$ cat config.mk
export PLATFORM = sky130hd
export DESIGN_NAME = direction_to_azimuth_zenith_core_flat
export DESIGN_NICKNAME = d
export VERILOG_FILES = /design/src/rtl/core/dtaz_pkg.sv /design/src/rtl/core/dtaz_if.sv /design/src/rtl/core/direction_to_azimuth_zenith_core.sv /design/src/flat_wrapper.sv
export VERILOG_INCLUDE_DIRS = /design/src /design/src/rtl/core
export SDC_FILE = /design/constraint.sdc
export NUM_CORES = 2
export LEC_CHECK = 0
export BUFFER_PORTS_ARGS = -buffer_cell sky130_fd_sc_hd__buf_2
export CAP_MARGIN = 0
export CORE_MARGIN = 2
export CORE_UTILIZATION = 64
export CTS_CLUSTER_DIAMETER = 100
export CTS_CLUSTER_SIZE = 25
export DETAILED_ROUTE_END_ITERATION = 10
export GPL_TIMING_DRIVEN = 0
export PLACE_DENSITY_LB_ADDON = 0.2
export SYNTH_ARGS = -nofsm -noshare
export SYNTH_HDL_FRONTEND = slang
export SYNTH_SLANG_ARGS = --single-unit
$ cat constraint.sdc
create_clock -name i_clk -period 12.7 [get_ports i_clk]
set_input_delay 2.54 -clock i_clk [delete_from_list [all_inputs] [get_ports i_clk]]
set_output_delay 2.54 -clock i_clk [all_outputs]
set_load 0.1 [all_outputs]
$ cat src/rtl/core/direction_to_azimuth_zenith_core_macros.svh
// ----------------------------------------------------------------------------
// direction_to_azimuth_zenith_core assertion macros
// clocked on i_clk, disabled while i_rst_n is low
// ----------------------------------------------------------------------------
`ifndef DIRECTION_TO_AZIMUTH_ZENITH_CORE_MACROS_SVH
`define DIRECTION_TO_AZIMUTH_ZENITH_CORE_MACROS_SVH

// same-cycle implication
`define DTAZ_ASSERT_NOW(lbl, ante, cons, msg) \
    lbl: assert property (@(posedge i_clk) disable iff (!i_rst_n) (ante) |-> (cons)) \
        else $error(msg);

// next-cycle implication
`define DTAZ_ASSERT_NEXT(lbl, ante, cons, msg) \
    lbl: assert property (@(posedge i_clk) disable iff (!i_rst_n) (ante) |=> (cons)) \
        else $error(msg);

`endif

$ cat src/rtl/core/dtaz_pkg.sv
// ----------------------------------------------------------------------------
// dtaz_pkg
// constants, microcode format and tables for the azimuth/zenith core
// ----------------------------------------------------------------------------
`default_nettype none

package dtaz_pkg;

    localparam int CORDIC_STEPS = 16;
    localparam int SQRT_STEPS   = 16;
    localparam int LOOP1_LAST   =
        ((CORDIC_STEPS > SQRT_STEPS) ? CORDIC_STEPS : SQRT_STEPS) - 1;
    localparam int GUARD        = 8;

    localparam int PCW   = 4;
    localparam int IW    = 5;
    localparam int INW   = 16;
    localparam int OPW   = 18;
    localparam int VW    = 27;
    localparam int AW    = 26;
    localparam int ATW   = 22;
    localparam int SQW   = 32;
    localparam int ROOTW = 16;
    localparam int REMW  = 17;
    localparam int TW    = 15;
    localparam int ANGW  = 16;
    localparam int ADW   = 3;
    localparam int DW    = 32;

    localparam logic signed [AW-1:0] ACC_QUARTER = AW'(4194304);
    localparam logic signed [AW-1:0] ACC_HALF    = AW'(8388608);
    localparam logic signed [AW-1:0] ACC_THREEQ  = AW'(12582912);
    localparam logic signed [AW-1:0] ACC_RND     = AW'(128);

    localparam logic [TW-1:0]   THR_RESET  = TW'(3);
    localparam logic [ANGW-1:0] AZI_RESET  = ANGW'(16384);
    localparam logic [ANGW-1:0] ANG_HALF   = ANGW'(32768);
    localparam logic [ADW-1:0]  REG_THRESH = ADW'(0);

    // program addresses
    localparam logic [PCW-1:0] P_IDLE    = PCW'(0);
    localparam logic [PCW-1:0] P_SQX     = PCW'(1);
    localparam logic [PCW-1:0] P_SQZ     = PCW'(2);
    localparam logic [PCW-1:0] P_LOOP1   = PCW'(3);
    localparam logic [PCW-1:0] P_AZ_DONE = PCW'(4);
    localparam logic [PCW-1:0] P_ZE_INIT = PCW'(5);
    localparam logic [PCW-1:0] P_ZE_ITER = PCW'(6);
    localparam logic [PCW-1:0] P_ZE_DONE = PCW'(7);
    localparam logic [PCW-1:0] P_EMIT    = PCW'(8);
    localparam logic [PCW-1:0] P_LAST    = P_EMIT;

    typedef enum logic [2:0] {
        JC_NONE,
        JC_NO_IN,
        JC_LOOP1,
        JC_SPECIAL,
        JC_CORDIC,
        JC_OUT_BUSY
    } t_jc;

    typedef struct packed {
        logic           ld_in;
        logic           sq_first;
        logic           sq_acc;
        logic           sqrt_en;
        logic           c_init;
        logic           c_iter;
        logic           pass_ze;
        logic           iter_clr;
        logic           iter_inc;
        logic           az_save;
        logic           ze_save;
        logic           emit;
        t_jc            jc;
        logic [PCW-1:0] target;
    } t_uword;

    function automatic t_uword f_ucode(input logic [PCW-1:0] pc);
        t_uword w;
        w        = '0;
        w.jc     = JC_NONE;
        w.target = P_IDLE;
        case (pc)
            P_IDLE: begin
                w.ld_in  = 1'b1;
                w.jc     = JC_NO_IN;
                w.target = P_IDLE;
            end
            P_SQX: begin
                w.sq_first = 1'b1;
            end
            P_SQZ: begin
                w.sq_acc   = 1'b1;
                w.c_init   = 1'b1;
                w.iter_clr = 1'b1;
            end
            P_LOOP1: begin
                w.sqrt_en  = 1'b1;
                w.c_iter   = 1'b1;
                w.iter_inc = 1'b1;
                w.jc       = JC_LOOP1;
                w.target   = P_LOOP1;
            end
            P_AZ_DONE: begin
                w.az_save = 1'b1;
            end
            P_ZE_INIT: begin
                w.c_init   = 1'b1;
                w.pass_ze  = 1'b1;
                w.iter_clr = 1'b1;
                w.jc       = JC_SPECIAL;
                w.target   = P_ZE_DONE;
            end
            P_ZE_ITER: begin
                w.c_iter   = 1'b1;
                w.iter_inc = 1'b1;
                w.jc       = JC_CORDIC;
                w.target   = P_ZE_ITER;
            end
            P_ZE_DONE: begin
                w.ze_save = 1'b1;
            end
            P_EMIT: begin
                w.emit   = 1'b1;
                w.jc     = JC_OUT_BUSY;
                w.target = P_EMIT;
            end
            default: begin
                w.jc = JC_NONE;
            end
        endcase
        return w;
    endfunction

    // atan(2^-i) in 2^-24 turns
    function automatic logic [ATW-1:0] f_atan(input logic [IW-1:0] idx);
        logic [ATW-1:0] v;
        case (idx)
            5'd0:    v = ATW'(2097152);
            5'd1:    v = ATW'(1238021);
            5'd2:    v = ATW'(654136);
            5'd3:    v = ATW'(332050);
            5'd4:    v = ATW'(166669);
            5'd5:    v = ATW'(83416);
            5'd6:    v = ATW'(41718);
            5'd7:    v = ATW'(20860);
            5'd8:    v = ATW'(10430);
            5'd9:    v = ATW'(5215);
            5'd10:   v = ATW'(2608);
            5'd11:   v = ATW'(1304);
            5'd12:   v = ATW'(652);
            5'd13:   v = ATW'(326);
            5'd14:   v = ATW'(163);
            5'd15:   v = ATW'(81);
            5'd16:   v = ATW'(41);
            5'd17:   v = ATW'(20);
            5'd18:   v = ATW'(10);
            5'd19:   v = ATW'(5);
            5'd20:   v = ATW'(3);
            5'd21:   v = ATW'(1);
            5'd22:   v = ATW'(1);
            default: v = '0;
        endcase
        return v;
    endfunction

endpackage

`default_nettype wire

$ cat src/rtl/core/dtaz_if.sv
// ----------------------------------------------------------------------------
// dtaz_if
// valid/ready channels for direction words and angle words
// ----------------------------------------------------------------------------
`default_nettype none

interface dtaz_in_if;
    logic               valid;
    logic               ready;
    logic signed [15:0] dir_x;
    logic signed [15:0] dir_y;
    logic signed [15:0] dir_z;

    modport source (output valid, output dir_x, output dir_y, output dir_z, input ready);
    modport sink   (input valid, input dir_x, input dir_y, input dir_z, output ready);
endinterface

interface dtaz_out_if;
    logic        valid;
    logic        ready;
    logic [15:0] zenith_angle;
    logic [15:0] azimuth_angle;
    logic        azimuth_held;

    modport source (output valid, output zenith_angle, output azimuth_angle,
                    output azimuth_held, input ready);
    modport sink   (input valid, input zenith_angle, input azimuth_angle,
                    input azimuth_held, output ready);
endinterface

`default_nettype wire

$ cat src/rtl/core/direction_to_azimuth_zenith_core.sv
// ----------------------------------------------------------------------------
// direction_to_azimuth_zenith_core
// sequence: an accepted word runs the 16-step sqrt/azimuth cordic loop, then
//   the 16-step zenith cordic loop, skipped for an exact-axis zenith
// one word at a time: i_in.ready is high only while the sequencer is idle, and
//   the program waits at P_EMIT while the output holds an untaken word
// reset: synchronous, threshold back to 3, held azimuth back to a quarter turn
// microcoded sequencer over a shared multiplier, bit-pair sqrt and cordic unit
// ----------------------------------------------------------------------------
`default_nettype none
`include "direction_to_azimuth_zenith_core_macros.svh"

module direction_to_azimuth_zenith_core
    import dtaz_pkg::*;
(
    input  wire logic           i_clk,
    input  wire logic           i_rst_n,
    dtaz_in_if.sink             i_in,
    dtaz_out_if.source          o_out,
    input  wire logic           psel,
    input  wire logic           penable,
    input  wire logic           pwrite,
    input  wire logic [ADW-1:0] paddr,
    input  wire logic [DW-1:0]  pwdata,
    output logic      [DW-1:0]  prdata,
    output logic                pready
);

    // control state
    logic [PCW-1:0]  r_pc, n_pc;
    logic [IW-1:0]   r_iter, n_iter;
    logic            r_out_valid, n_out_valid;
    logic [TW-1:0]   r_thr, n_thr;
    logic [ANGW-1:0] r_last_az, n_last_az;

    // datapath
    logic signed [INW-1:0] r_x, n_x, r_y, n_y, r_z, n_z;
    logic [SQW-1:0]        r_sq, n_sq;
    logic [REMW-1:0]       r_rem, n_rem;
    logic [ROOTW-1:0]      r_root, n_root;
    logic signed [VW-1:0]  r_vx, n_vx, r_vy, n_vy;
    logic signed [AW-1:0]  r_acc, n_acc;
    logic                  r_special, n_special;
    logic [ANGW-1:0]       r_zen, n_zen, r_azi, n_azi;
    logic                  r_held, n_held;
    logic [ANGW-1:0]       r_out_zen, n_out_zen, r_out_azi, n_out_azi;
    logic                  r_out_held, n_out_held;

    t_uword cw;
    logic   in_fire, emit_fire, take;

    logic signed [INW-1:0]   mul_op;
    logic signed [2*INW-1:0] prod;

    logic [REMW+1:0] rem_t, trial;
    logic            sqrt_run;

    logic signed [OPW-1:0] op_yy, op_xx;
    logic signed [VW-1:0]  sx, sy, init_vx, init_vy;
    logic signed [AW-1:0]  init_acc;
    logic                  init_special;

    logic                  cordic_run;
    logic signed [VW-1:0]  cs_dx, cs_dy;
    logic signed [AW-1:0]  cs_tab;

    logic signed [AW-1:0]  az_sum, ze_clamp, ze_sum;
    logic [ANGW-1:0]       az_angle;
    logic                  az_hold;

    assign cw        = f_ucode(r_pc);
    assign in_fire   = i_in.valid && i_in.ready;
    assign emit_fire = cw.emit && (!r_out_valid || o_out.ready);

    assign i_in.ready          = (r_pc == P_IDLE);
    assign o_out.valid         = r_out_valid;
    assign o_out.zenith_angle  = r_out_zen;
    assign o_out.azimuth_angle = r_out_azi;
    assign o_out.azimuth_held  = r_out_held;

    assign pready = 1'b1;
    assign prdata = (paddr[2] == REG_THRESH[2]) ? DW'(r_thr) : '0;

    // shared squaring multiplier
    assign mul_op = cw.sq_first ? r_x : r_z;
    assign prod   = mul_op * mul_op;

    // bit-pair square root
    assign sqrt_run = cw.sqrt_en && (r_iter < IW'(SQRT_STEPS));
    assign rem_t    = {r_rem, r_sq[SQW-1 -: 2]};
    assign trial    = {1'b0, r_root, 2'b01};

    // cordic operand select and exact-axis handling
    always_comb begin
        op_yy = cw.pass_ze ? $signed({2'b00, r_root}) : OPW'(r_x);
        op_xx = cw.pass_ze ? -OPW'(r_y) : OPW'(r_z);
        sy    = VW'(op_yy) <<< GUARD;
        sx    = VW'(op_xx) <<< GUARD;
    end

    always_comb begin
        init_vx      = sx;
        init_vy      = sy;
        init_acc     = '0;
        init_special = 1'b0;
        if (op_yy == '0) begin
            init_special = 1'b1;
            if (cw.pass_ze && (op_xx == '0)) begin
                init_acc = ACC_QUARTER;
            end else if (op_xx[OPW-1]) begin
                init_acc = ACC_HALF;
            end
        end else if (op_xx == '0) begin
            init_special = 1'b1;
            init_acc     = op_yy[OPW-1] ? ACC_THREEQ : ACC_QUARTER;
        end else if (sx[VW-1]) begin
            if (!sy[VW-1]) begin
                init_vx  = sy;
                init_vy  = -sx;
                init_acc = ACC_QUARTER;
            end else begin
                init_vx  = -sy;
                init_vy  = sx;
                init_acc = -ACC_QUARTER;
            end
        end
    end

    // cordic vectoring step
    assign cordic_run = cw.c_iter && !r_special && (r_iter < IW'(CORDIC_STEPS));
    assign cs_dx      = r_vy >>> r_iter;
    assign cs_dy      = r_vx >>> r_iter;
    assign cs_tab     = AW'(f_atan(r_iter));

    // rounding, clamp and hold decision
    always_comb begin
        az_sum   = r_acc + ACC_RND;
        az_angle = az_sum[GUARD +: ANGW];
        az_hold  = (r_root < ROOTW'(r_thr));
        if (r_acc[AW-1]) begin
            ze_clamp = '0;
        end else if (r_acc > ACC_HALF) begin
            ze_clamp = ACC_HALF;
        end else begin
            ze_clamp = r_acc;
        end
        ze_sum = ze_clamp + ACC_RND;
    end

    // sequencer
    always_comb begin
        case (cw.jc)
            JC_NONE:     take = 1'b0;
            JC_NO_IN:    take = !in_fire;
            JC_LOOP1:    take = (r_iter != IW'(LOOP1_LAST));
            JC_SPECIAL:  take = init_special;
            JC_CORDIC:   take = (r_iter != IW'(CORDIC_STEPS - 1));
            JC_OUT_BUSY: take = r_out_valid && !o_out.ready;
            default:     take = 1'b0;
        endcase
        if (take) begin
            n_pc = cw.target;
        end else if (r_pc == P_LAST) begin
            n_pc = P_IDLE;
        end else begin
            n_pc = r_pc + PCW'(1);
        end
    end

    always_comb begin
        n_iter = r_iter;
        if (cw.iter_clr) begin
            n_iter = '0;
        end else if (cw.iter_inc) begin
            n_iter = r_iter + IW'(1);
        end
    end

    always_comb begin
        n_out_valid = r_out_valid;
        n_out_zen   = r_out_zen;
        n_out_azi   = r_out_azi;
        n_out_held  = r_out_held;
        if (emit_fire) begin
            n_out_valid = 1'b1;
            n_out_zen   = r_zen;
            n_out_azi   = r_azi;
            n_out_held  = r_held;
        end else if (o_out.ready) begin
            n_out_valid = 1'b0;
        end
    end

    always_comb begin
        n_thr = r_thr;
        if (psel && penable && pwrite && pready && (paddr[2] == REG_THRESH[2])) begin
            n_thr = pwdata[TW-1:0];
        end
    end

    always_comb begin
        n_x = r_x;
        n_y = r_y;
        n_z = r_z;
        if (cw.ld_in && in_fire) begin
            n_x = i_in.dir_x;
            n_y = i_in.dir_y;
            n_z = i_in.dir_z;
        end
    end

    always_comb begin
        n_sq   = r_sq;
        n_rem  = r_rem;
        n_root = r_root;
        if (cw.sq_first) begin
            n_sq = SQW'(prod);
        end else if (cw.sq_acc) begin
            n_sq   = r_sq + SQW'(prod);
            n_rem  = '0;
            n_root = '0;
        end else if (sqrt_run) begin
            n_sq = r_sq << 2;
            if (rem_t >= trial) begin
                n_rem  = REMW'(rem_t - trial);
                n_root = {r_root[ROOTW-2:0], 1'b1};
            end else begin
                n_rem  = REMW'(rem_t);
                n_root = {r_root[ROOTW-2:0], 1'b0};
            end
        end
    end

    always_comb begin
        n_vx      = r_vx;
        n_vy      = r_vy;
        n_acc     = r_acc;
        n_special = r_special;
        if (cw.c_init) begin
            n_vx      = init_vx;
            n_vy      = init_vy;
            n_acc     = init_acc;
            n_special = init_special;
        end else if (cordic_run) begin
            if (!r_vy[VW-1]) begin
                n_vx  = r_vx + cs_dx;
                n_vy  = r_vy - cs_dy;
                n_acc = r_acc + cs_tab;
            end else begin
                n_vx  = r_vx - cs_dx;
                n_vy  = r_vy + cs_dy;
                n_acc = r_acc - cs_tab;
            end
        end
    end

    always_comb begin
        n_zen     = r_zen;
        n_azi     = r_azi;
        n_held    = r_held;
        n_last_az = r_last_az;
        if (cw.az_save) begin
            n_held = az_hold;
            if (az_hold) begin
                n_azi = r_last_az;
            end else begin
                n_azi     = az_angle;
                n_last_az = az_angle;
            end
        end
        if (cw.ze_save) begin
            n_zen = ze_sum[GUARD +: ANGW];
        end
    end

    always_ff @(posedge i_clk) begin
        if (!i_rst_n) begin
            r_pc        <= P_IDLE;
            r_iter      <= '0;
            r_out_valid <= 1'b0;
            r_thr       <= THR_RESET;
            r_last_az   <= AZI_RESET;
        end else begin
            r_pc        <= n_pc;
            r_iter      <= n_iter;
            r_out_valid <= n_out_valid;
            r_thr       <= n_thr;
            r_last_az   <= n_last_az;
        end
    end

    always_ff @(posedge i_clk) begin
        r_x        <= n_x;
        r_y        <= n_y;
        r_z        <= n_z;
        r_sq       <= n_sq;
        r_rem      <= n_rem;
        r_root     <= n_root;
        r_vx       <= n_vx;
        r_vy       <= n_vy;
        r_acc      <= n_acc;
        r_special  <= n_special;
        r_zen      <= n_zen;
        r_azi      <= n_azi;
        r_held     <= n_held;
        r_out_zen  <= n_out_zen;
        r_out_azi  <= n_out_azi;
        r_out_held <= n_out_held;
    end

    `DTAZ_ASSERT_NOW(a_zen_bound, o_out.valid, o_out.zenith_angle <= ANG_HALF, "zenith above half turn")
    `DTAZ_ASSERT_NEXT(a_accept_start, i_in.valid && i_in.ready, r_pc == P_SQX, "accepted word did not start program")
    `DTAZ_ASSERT_NOW(a_loop_range, r_pc == P_LOOP1 || r_pc == P_ZE_ITER, r_iter <= IW'(LOOP1_LAST), "step counter out of range")
    `DTAZ_ASSERT_NEXT(a_emit_done, r_pc == P_EMIT && (!r_out_valid || o_out.ready), r_out_valid && r_pc == P_IDLE, "result word not delivered")

endmodule

`default_nettype wire

$ cat src/flat_wrapper.sv
// flat-port wrapper written by rule: the top's interface ports become plain ports
module direction_to_azimuth_zenith_core_flat import dtaz_pkg::*;
  (i_clk, i_rst_n, psel, penable, pwrite, paddr, pwdata, prdata, pready, i_in_valid, i_in_dir_x, i_in_dir_y, i_in_dir_z, i_in_ready, o_out_valid, o_out_zenith_angle, o_out_azimuth_angle, o_out_azimuth_held, o_out_ready);
  dtaz_in_if i_in_i ();
  dtaz_out_if o_out_i ();
  input  wire logic i_clk;
  input  wire logic i_rst_n;
  input  wire logic psel;
  input  wire logic penable;
  input  wire logic pwrite;
  input  wire logic [ADW-1:0] paddr;
  input  wire logic [DW-1:0] pwdata;
  output logic      [DW-1:0] prdata;
  output logic pready;
  input wire logic [$bits(i_in_i.valid)-1:0] i_in_valid;
  input wire logic [$bits(i_in_i.dir_x)-1:0] i_in_dir_x;
  input wire logic [$bits(i_in_i.dir_y)-1:0] i_in_dir_y;
  input wire logic [$bits(i_in_i.dir_z)-1:0] i_in_dir_z;
  output wire logic [$bits(i_in_i.ready)-1:0] i_in_ready;
  output wire logic [$bits(o_out_i.valid)-1:0] o_out_valid;
  output wire logic [$bits(o_out_i.zenith_angle)-1:0] o_out_zenith_angle;
  output wire logic [$bits(o_out_i.azimuth_angle)-1:0] o_out_azimuth_angle;
  output wire logic [$bits(o_out_i.azimuth_held)-1:0] o_out_azimuth_held;
  input wire logic [$bits(o_out_i.ready)-1:0] o_out_ready;
  assign i_in_i.valid = i_in_valid;
  assign i_in_i.dir_x = i_in_dir_x;
  assign i_in_i.dir_y = i_in_dir_y;
  assign i_in_i.dir_z = i_in_dir_z;
  assign i_in_ready = i_in_i.ready;
  assign o_out_valid = o_out_i.valid;
  assign o_out_zenith_angle = o_out_i.zenith_angle;
  assign o_out_azimuth_angle = o_out_i.azimuth_angle;
  assign o_out_azimuth_held = o_out_i.azimuth_held;
  assign o_out_i.ready = o_out_ready;
  direction_to_azimuth_zenith_core u_core (.i_clk(i_clk), .i_rst_n(i_rst_n), .i_in(i_in_i), .o_out(o_out_i), .psel(psel), .penable(penable), .pwrite(pwrite), .paddr(paddr), .pwdata(pwdata), .prdata(prdata), .pready(pready));
endmodule
**After elaboration in Yosys (flattened, before gate mapping)**

Memory sizes are Yosys's and may differ from the RTL's. A register that Yosys moved wholly into a read port is not among the register bits.
Index checks and enable logic that the tools add are counted.

- $add $sub $neg: 15
- Multipliers: 1
- $lt $le $gt $ge: 4
- Equality and inequality tests: 14
- Shifts and indexed selects: 2
- Mux-type cells: 59
- Bitwise gates (word level): 3
- Reduce and logical (&&, ||, !) cells: 28

Operators with widths:

| cell | count |
|---|---|
| two-way mux 27 bit | 14 |
| two-way mux 26 bit | 8 |
| two-way mux 24 bit | 4 |
| two-way mux 32 bit | 3 |
| adder 27 bit | 2 |
| negation 26 -> 27 bit | 2 |
| >>> shifter 27 x 5 -> 27 bit | 2 |
| subtractor 27 bit | 2 |
| adder 24 x 9 -> 24 bit (second input constant) | 2 |
| two-way mux 16 bit | 3 |
| zero test 18 bit | 2 |
| two-way mux 18 bit | 2 |
| two-way mux 17 bit | 2 |
| adder 32 bit | 1 |
| multiplier 16 x 16 -> 32 bit | 1 |
| adder 26 x 23 -> 26 bit | 1 |
| greater-than comparator 26 x 25 -> 1 bit (second input constant) | 1 |
| subtractor 26 x 23 -> 26 bit | 1 |
| greater-or-equal comparator 19 x 18 -> 1 bit | 1 |
| negation 16 -> 18 bit | 1 |
| subtractor 17 bit | 1 |
| equality test 4 x 3 -> 1 bit (second input constant) | 4 |
| < comparator 16 x 15 -> 1 bit | 1 |
| one-hot mux 4 bit (4 select lines) | 1 |
| 25 further kinds | 64 |

- Register bits: 301
- Memory bits (read-only): 704
- Input port bits: 90
- Logic and storage cells: 148
- Memories kept: 1

Memories:

| name | words | width | read ports | clocked after Yosys merged registers in | wr ports | line | text |
|---|---|---|---|---|---|---|---|
| (no name shown) | 32 | 22 | 1 | 1 | 0 | dtaz_pkg.sv:138 | `case (idx)` |

**Longest topological paths before layout**

- Depth after elaboration: 9
- Mapped depth: 45
- Depth with buffers taken out: 42

**Worst setup path after synthesis**

Ideal clock, no wire load.

- Path kind: flip-flop to flip-flop
- Start: register u_core.r_pc[2]
- End: register u_core.r_sq[31] (data pin)
- Setup time: 271 ps
- Data arrival time: 8985 ps
- Path slack: 3444 ps
- Cell stages (with the launch flop): 43
- Buffers on the path: 3
- Cells stage by stage: dfxtp_1 clkbuf_1 nor2_1 and2_1 clkbuf_1 clkbuf_1 nand2_1 nand2_1 inv_2 nor2_1 inv_1 fa_1 inv_1 fa_1 inv_1 fa_1 inv_1 fa_1 [... 7 more ...] a31oi_1 o21ai_0 nand2b_1 a21o_1 a31oi_1 xnor2_1 ha_1 a21o_1 a21o_1 a21o_1 o211a_1 o2111ai_1 a31oi_1 a21o_1 a21oi_1 xnor2_1 a32oi_1 o211ai_1

- Word-level cells in the longest chain between the ends: 7
- Elaborated cells on any way between the ends: 9

Ends and longest elaborated chain:

| item | line | text |
|---|---|---|
| start: declaration | direction_to_azimuth_zenith_core.sv:30 | `logic [PCW-1:0] r_pc, n_pc;` |
| start signal: assignment | direction_to_azimuth_zenith_core.sv:284 | `r_pc <= n_pc;` |
| equality test 4 x 1 -> 1 bit | dtaz_pkg.sv:83 | `case (pc)` |
| two-way mux 1 bit | dtaz_pkg.sv:83 |  |
| two-way mux 16 bit | direction_to_azimuth_zenith_core.sv:85 | `assign mul_op = cw.sq_first ? r_x : r_z;` |
| multiplier 16 x 16 -> 32 bit | direction_to_azimuth_zenith_core.sv:86 | `assign prod = mul_op * mul_op;` |
| adder 32 bit | direction_to_azimuth_zenith_core.sv:219 | `n_sq = r_sq + SQW'(prod);` |
| two-way mux 32 bit | direction_to_azimuth_zenith_core.sv:218 | `end else if (cw.sq_acc) begin` |
| two-way mux 32 bit * | direction_to_azimuth_zenith_core.sv:216 | `if (cw.sq_first) begin` |
| named net u_core.n_sq[31] | direction_to_azimuth_zenith_core.sv:38 | `logic [SQW-1:0] r_sq, n_sq;` |
| end signal: assignment | direction_to_azimuth_zenith_core.sv:296 | `r_sq <= n_sq;` |
| end: declaration | direction_to_azimuth_zenith_core.sv:38 |  |

The timed path passes the listed nets; every way through them passes the cells marked *.
A chain may end at the register's enable or synchronous reset.

**Final worst setup path**

Ends and elaborated chain as after synthesis.

==> results.json <==
{
  "status": "finished, final reports clean",
  "setup_viol": 0,
  "hold_path.class": "reg -> reg",
  "cp.required_ns": 13.00,
  "fmax_mhz": 85.71,
  "routed_wl_um": 104800,
  "grt_max_degree": 53,
  "cp_slowest_cell": "mux2i_1",
  "drc": 0,
  "multi_input_area_sq_um": 23130,
  "ant_nets": 0,
  "cts-resized-gates": 0,
  "max_stage_delay_ns": 1.07,
  "cp-end-kind": "register",
  "clk_pin_slew_ns": 0.10,
  "wl_per_cell_um": 22.44,
  "vias_per_cell": 6.348,
  "cts_tree": "done",
  "grt_pass1_wl_um": 162900,
  "syn_area_sq_um": 34590,
  "maxCapViolations": 0,
  "grt_pass1_vias": 29050,
  "core-area_sq_um": 53600,
  "hold_buffers": 0,
  "netlist_instances": 3793,
  "htreeDepth": 1,
  "seqCellArea_sq_um": 9069,
  "start_util": 0.6452,
  "num_rows": 85,
  "synth_edf_count": 260,
  "fin_tns_setup_ns": 0,
  "ys_seq_area_frac": 0.2622,
  "cts-buffers-inserted": 21,
  "syn_avg_cell_area_sq_um": 9.118,
  "drive_gt1_frac": 0.08285,
  "ys.flop_type": "edfxtp_1",
  "async_reset_ff_frac": 0,
  "gp_congestion": 1.036,
  "rsz0062_at_grt": "false",
  "root_buffer": "clkbuf_16",
  "yosysWarnings": 0,
  "dpl.hpwl_um": 83490,
  "area_delta_synth_final_pct": 6.921,
  "antenna_found_initial": 3,
  "cp_max_fo": 10,
  "tightestPinTransition_ns": 1.359,
  "path_class": "reg -> reg",
  "overflow": 0,
  "slew_violations": 0,
  "slew_headroom": 0.06820,
  "worst_clock_skew_ns": 0.05664,
  "drtIter0Drc": 2869,
  "clockBufferDepth": 3,
  "post_cts_buffers": 0,
  "finalCritPeriodShare": 0.9187,
  "synth-seq-cells": 323,
  "vias": 29650,
  "fp.dieH_um": 236.5,
  "cp-start-kind": "register",
  "clk_latency_ns": 0.60,
  "post-route-min-period_ns": 11.67,
  "num-nets-final": 4532,
  "cts.sinks": 323,
  "grt_usage": 0.3749,
  "hold_violations": 0,
  "crit_arrival_ns": 11.97,
  "ios": 158,
  "nFillCells": 4329,
  "ys_types": 90,
  "place.port_buffers": 118,
  "die-area_sq_um": 55920,
  "first_pass_iters": 6,
  "die_w_um": 236.5
}
layout by cell type (no fill, tap or decap), types with 15 or more instances in the layout:
| cell type | count |
|---|---|
| ha_1 | 246 |
| conb_1 | 18 |
| buf_2 | 137 |
| a211oi_1 | 41 |
| mux2_2 | 35 |
| a21oi_1 | 254 |
| or3_1 | 15 |
| o21ai_0 | 144 |
| and2_1 | 24 |
| o31ai_1 | 20 |
| buf_4 | 22 |
| clkbuf_1 | 121 |
| mux2i_1 | 91 |
| mux4_2 | 53 |
| and3_1 | 32 |
| nor4_1 | 19 |
| nor3b_1 | 20 |
| nor2_1 | 390 |
| a31oi_1 | 63 |
| clkbuf_16 | 21 |
| a21o_1 | 77 |
| nor3_1 | 60 |
| xnor2_1 | 172 |
| edfxtp_1 | 260 |
| inv_1 | 433 |
| o211ai_1 | 18 |
| nand3_1 | 64 |
| xor2_1 | 81 |
| dfxtp_1 | 63 |
| o21bai_1 | 15 |
| fa_1 | 240 |
| o21a_1 | 35 |
| nand2_1 | 369 |
| nor2b_1 | 32 |
| nand2b_1 | 31 |
| nand4_1 | 20 |
synthesized netlist by cell type, types with 11 or more instances:
cell      count  area [sq um]
nor2_1      391          1468
or2_2        11         68.82
nor2b_1      32         200.2
buf_2        19         95.09
edfxtp_1    260          7807
a211o_1      12         105.1
or3_1        15         93.84
mux2_2       35         394.1
clkbuf_1    117         439.2
nand4_1      20         125.1
fa_1        240          4805
nand2_1     370          1389
and2_1       24         150.1
and3_1       33         206.5
dfxtp_1      63          1261
o22ai_1      13         81.33
inv_1       433          1625
nor4_1       19         118.9
a31oi_1      63         394.1
o31ai_1      20         150.1
o211ai_1     18         135.1
o21ai_0     145         725.7
o21a_1       35         262.8
buf_4        22         165.2
a21oi_1     254          1271
xor2_1       81         709.4
a21o_1       77         578.1
nand2b_1     31         193.9
o21bai_1     15         112.6
a211oi_1     41         307.8
mux4_2       53          1194
ha_1        246          3078
buf_1        13         48.80
mux2i_1      91         910.9
nand3_1      64         320.3
xnor2_1     172          1506
nor3b_1      20         150.1
nor3_1       61         305.3
registers in the layout, indices dropped and copies added, names as in the netlist, 17 cells and up:
register,flops
u_core.r_acc,26
u_core.r_vx,27
u_core.r_sq,32
u_core.cs_tab,22
u_core.r_vy,27
u_core.r_rem,17
cell families (layout without fill, tap and decap cells):
logic type / Yosys count / after routing / synth area share
buffers and inverters: 616 / 778 / 0.07174
muxes: 189 / 189 / 0.07984
other: 2 / 21 / 0.0002171
adders and majority gates: 486 / 486 / 0.2279
AOI/OAI and AO/OA: 795 / 795 / 0.1451
and+or+nand+nor: 1128 / 1128 / 0.1482
xor gates and xnor gates: 254 / 254 / 0.06476
DFF: 323 / 323 / 0.2622
worst max-delay path: cells and delay by family (launching register included):
family | cells | cell delay [ns]
AO/OA/AOI/OAI | 10 | 2.05
XOR/XNOR | 2 | 0.46
adder cells (fa/ha/maj) | 8 | 4.34
buffers and inverters | 9 | 2.06
flip-flops | 1 | 0.31
multiplexers | 1 | 1.07
AND/OR/NAND/NOR | 5 | 1.06
final timing paths:
check / from / end / slack, ns / depth (start not counted)
worst max-delay path: u_core.r_pc[2]$_SDFF_PN0_ / u_core.r_sq[31]$_DFFE_PP_ / 1.03 / 35
worst max register to register: u_core.r_pc[2]$_SDFF_PN0_ / u_core.r_sq[31]$_DFFE_PP_ / 1.03 / 35
worst min register to register: u_core.r_azi[12]$_DFFE_PN_ / u_core.o_out.azimuth_angle[12]$_DFFE_PP_ / 0.40 / 0
worst min-delay path: u_core.r_azi[12]$_DFFE_PN_ / u_core.o_out.azimuth_angle[12]$_DFFE_PP_ / 0.40 / 0
metal layers:
metal  GRT usage  wire length [um]  vias to the layer above
li1            -                 -                    13480
met1      0.4703             39160                    14150
met2      0.6034             48240                     1608
met3     0.07438              9876                      402
met4      0.2257              7528                        0
met5           0                 0                        -
through the flow:
stage	cells	util	setup WS (ns)	instance area (sq um)	hold WS (ns)
6_report	4670	0.6899	1.033	36980	0.4018
5_1_grt	4669	0.6898	0.3420	36980	0.4152
4_1_cts	4667	0.6898	1.210	36970	0.4058
3_5_place_dp	4629	0.6764	1.424	36260	0.4045
3_3_place_gp	4623	0.6736	1.502	36110	0.4017
2_1_floorplan	3809	-	3.444	34650	0.4003
area by class of cell:
class                   count  share of cell area
clock inverters            12            0.004331
plain buffers             177             0.02253
well taps                 696             0.02355
clock buffers              26             0.01499
diodes                      3           0.0002030
repair buffers            124             0.01915
flip-flops and latches    323              0.2452
inverters                 439             0.04456
multi-input cells        2870              0.6254
Power is left out: the tool's default activity adds up to more than one toggle a clock period on the data nets, which glitch-free logic cannot reach.
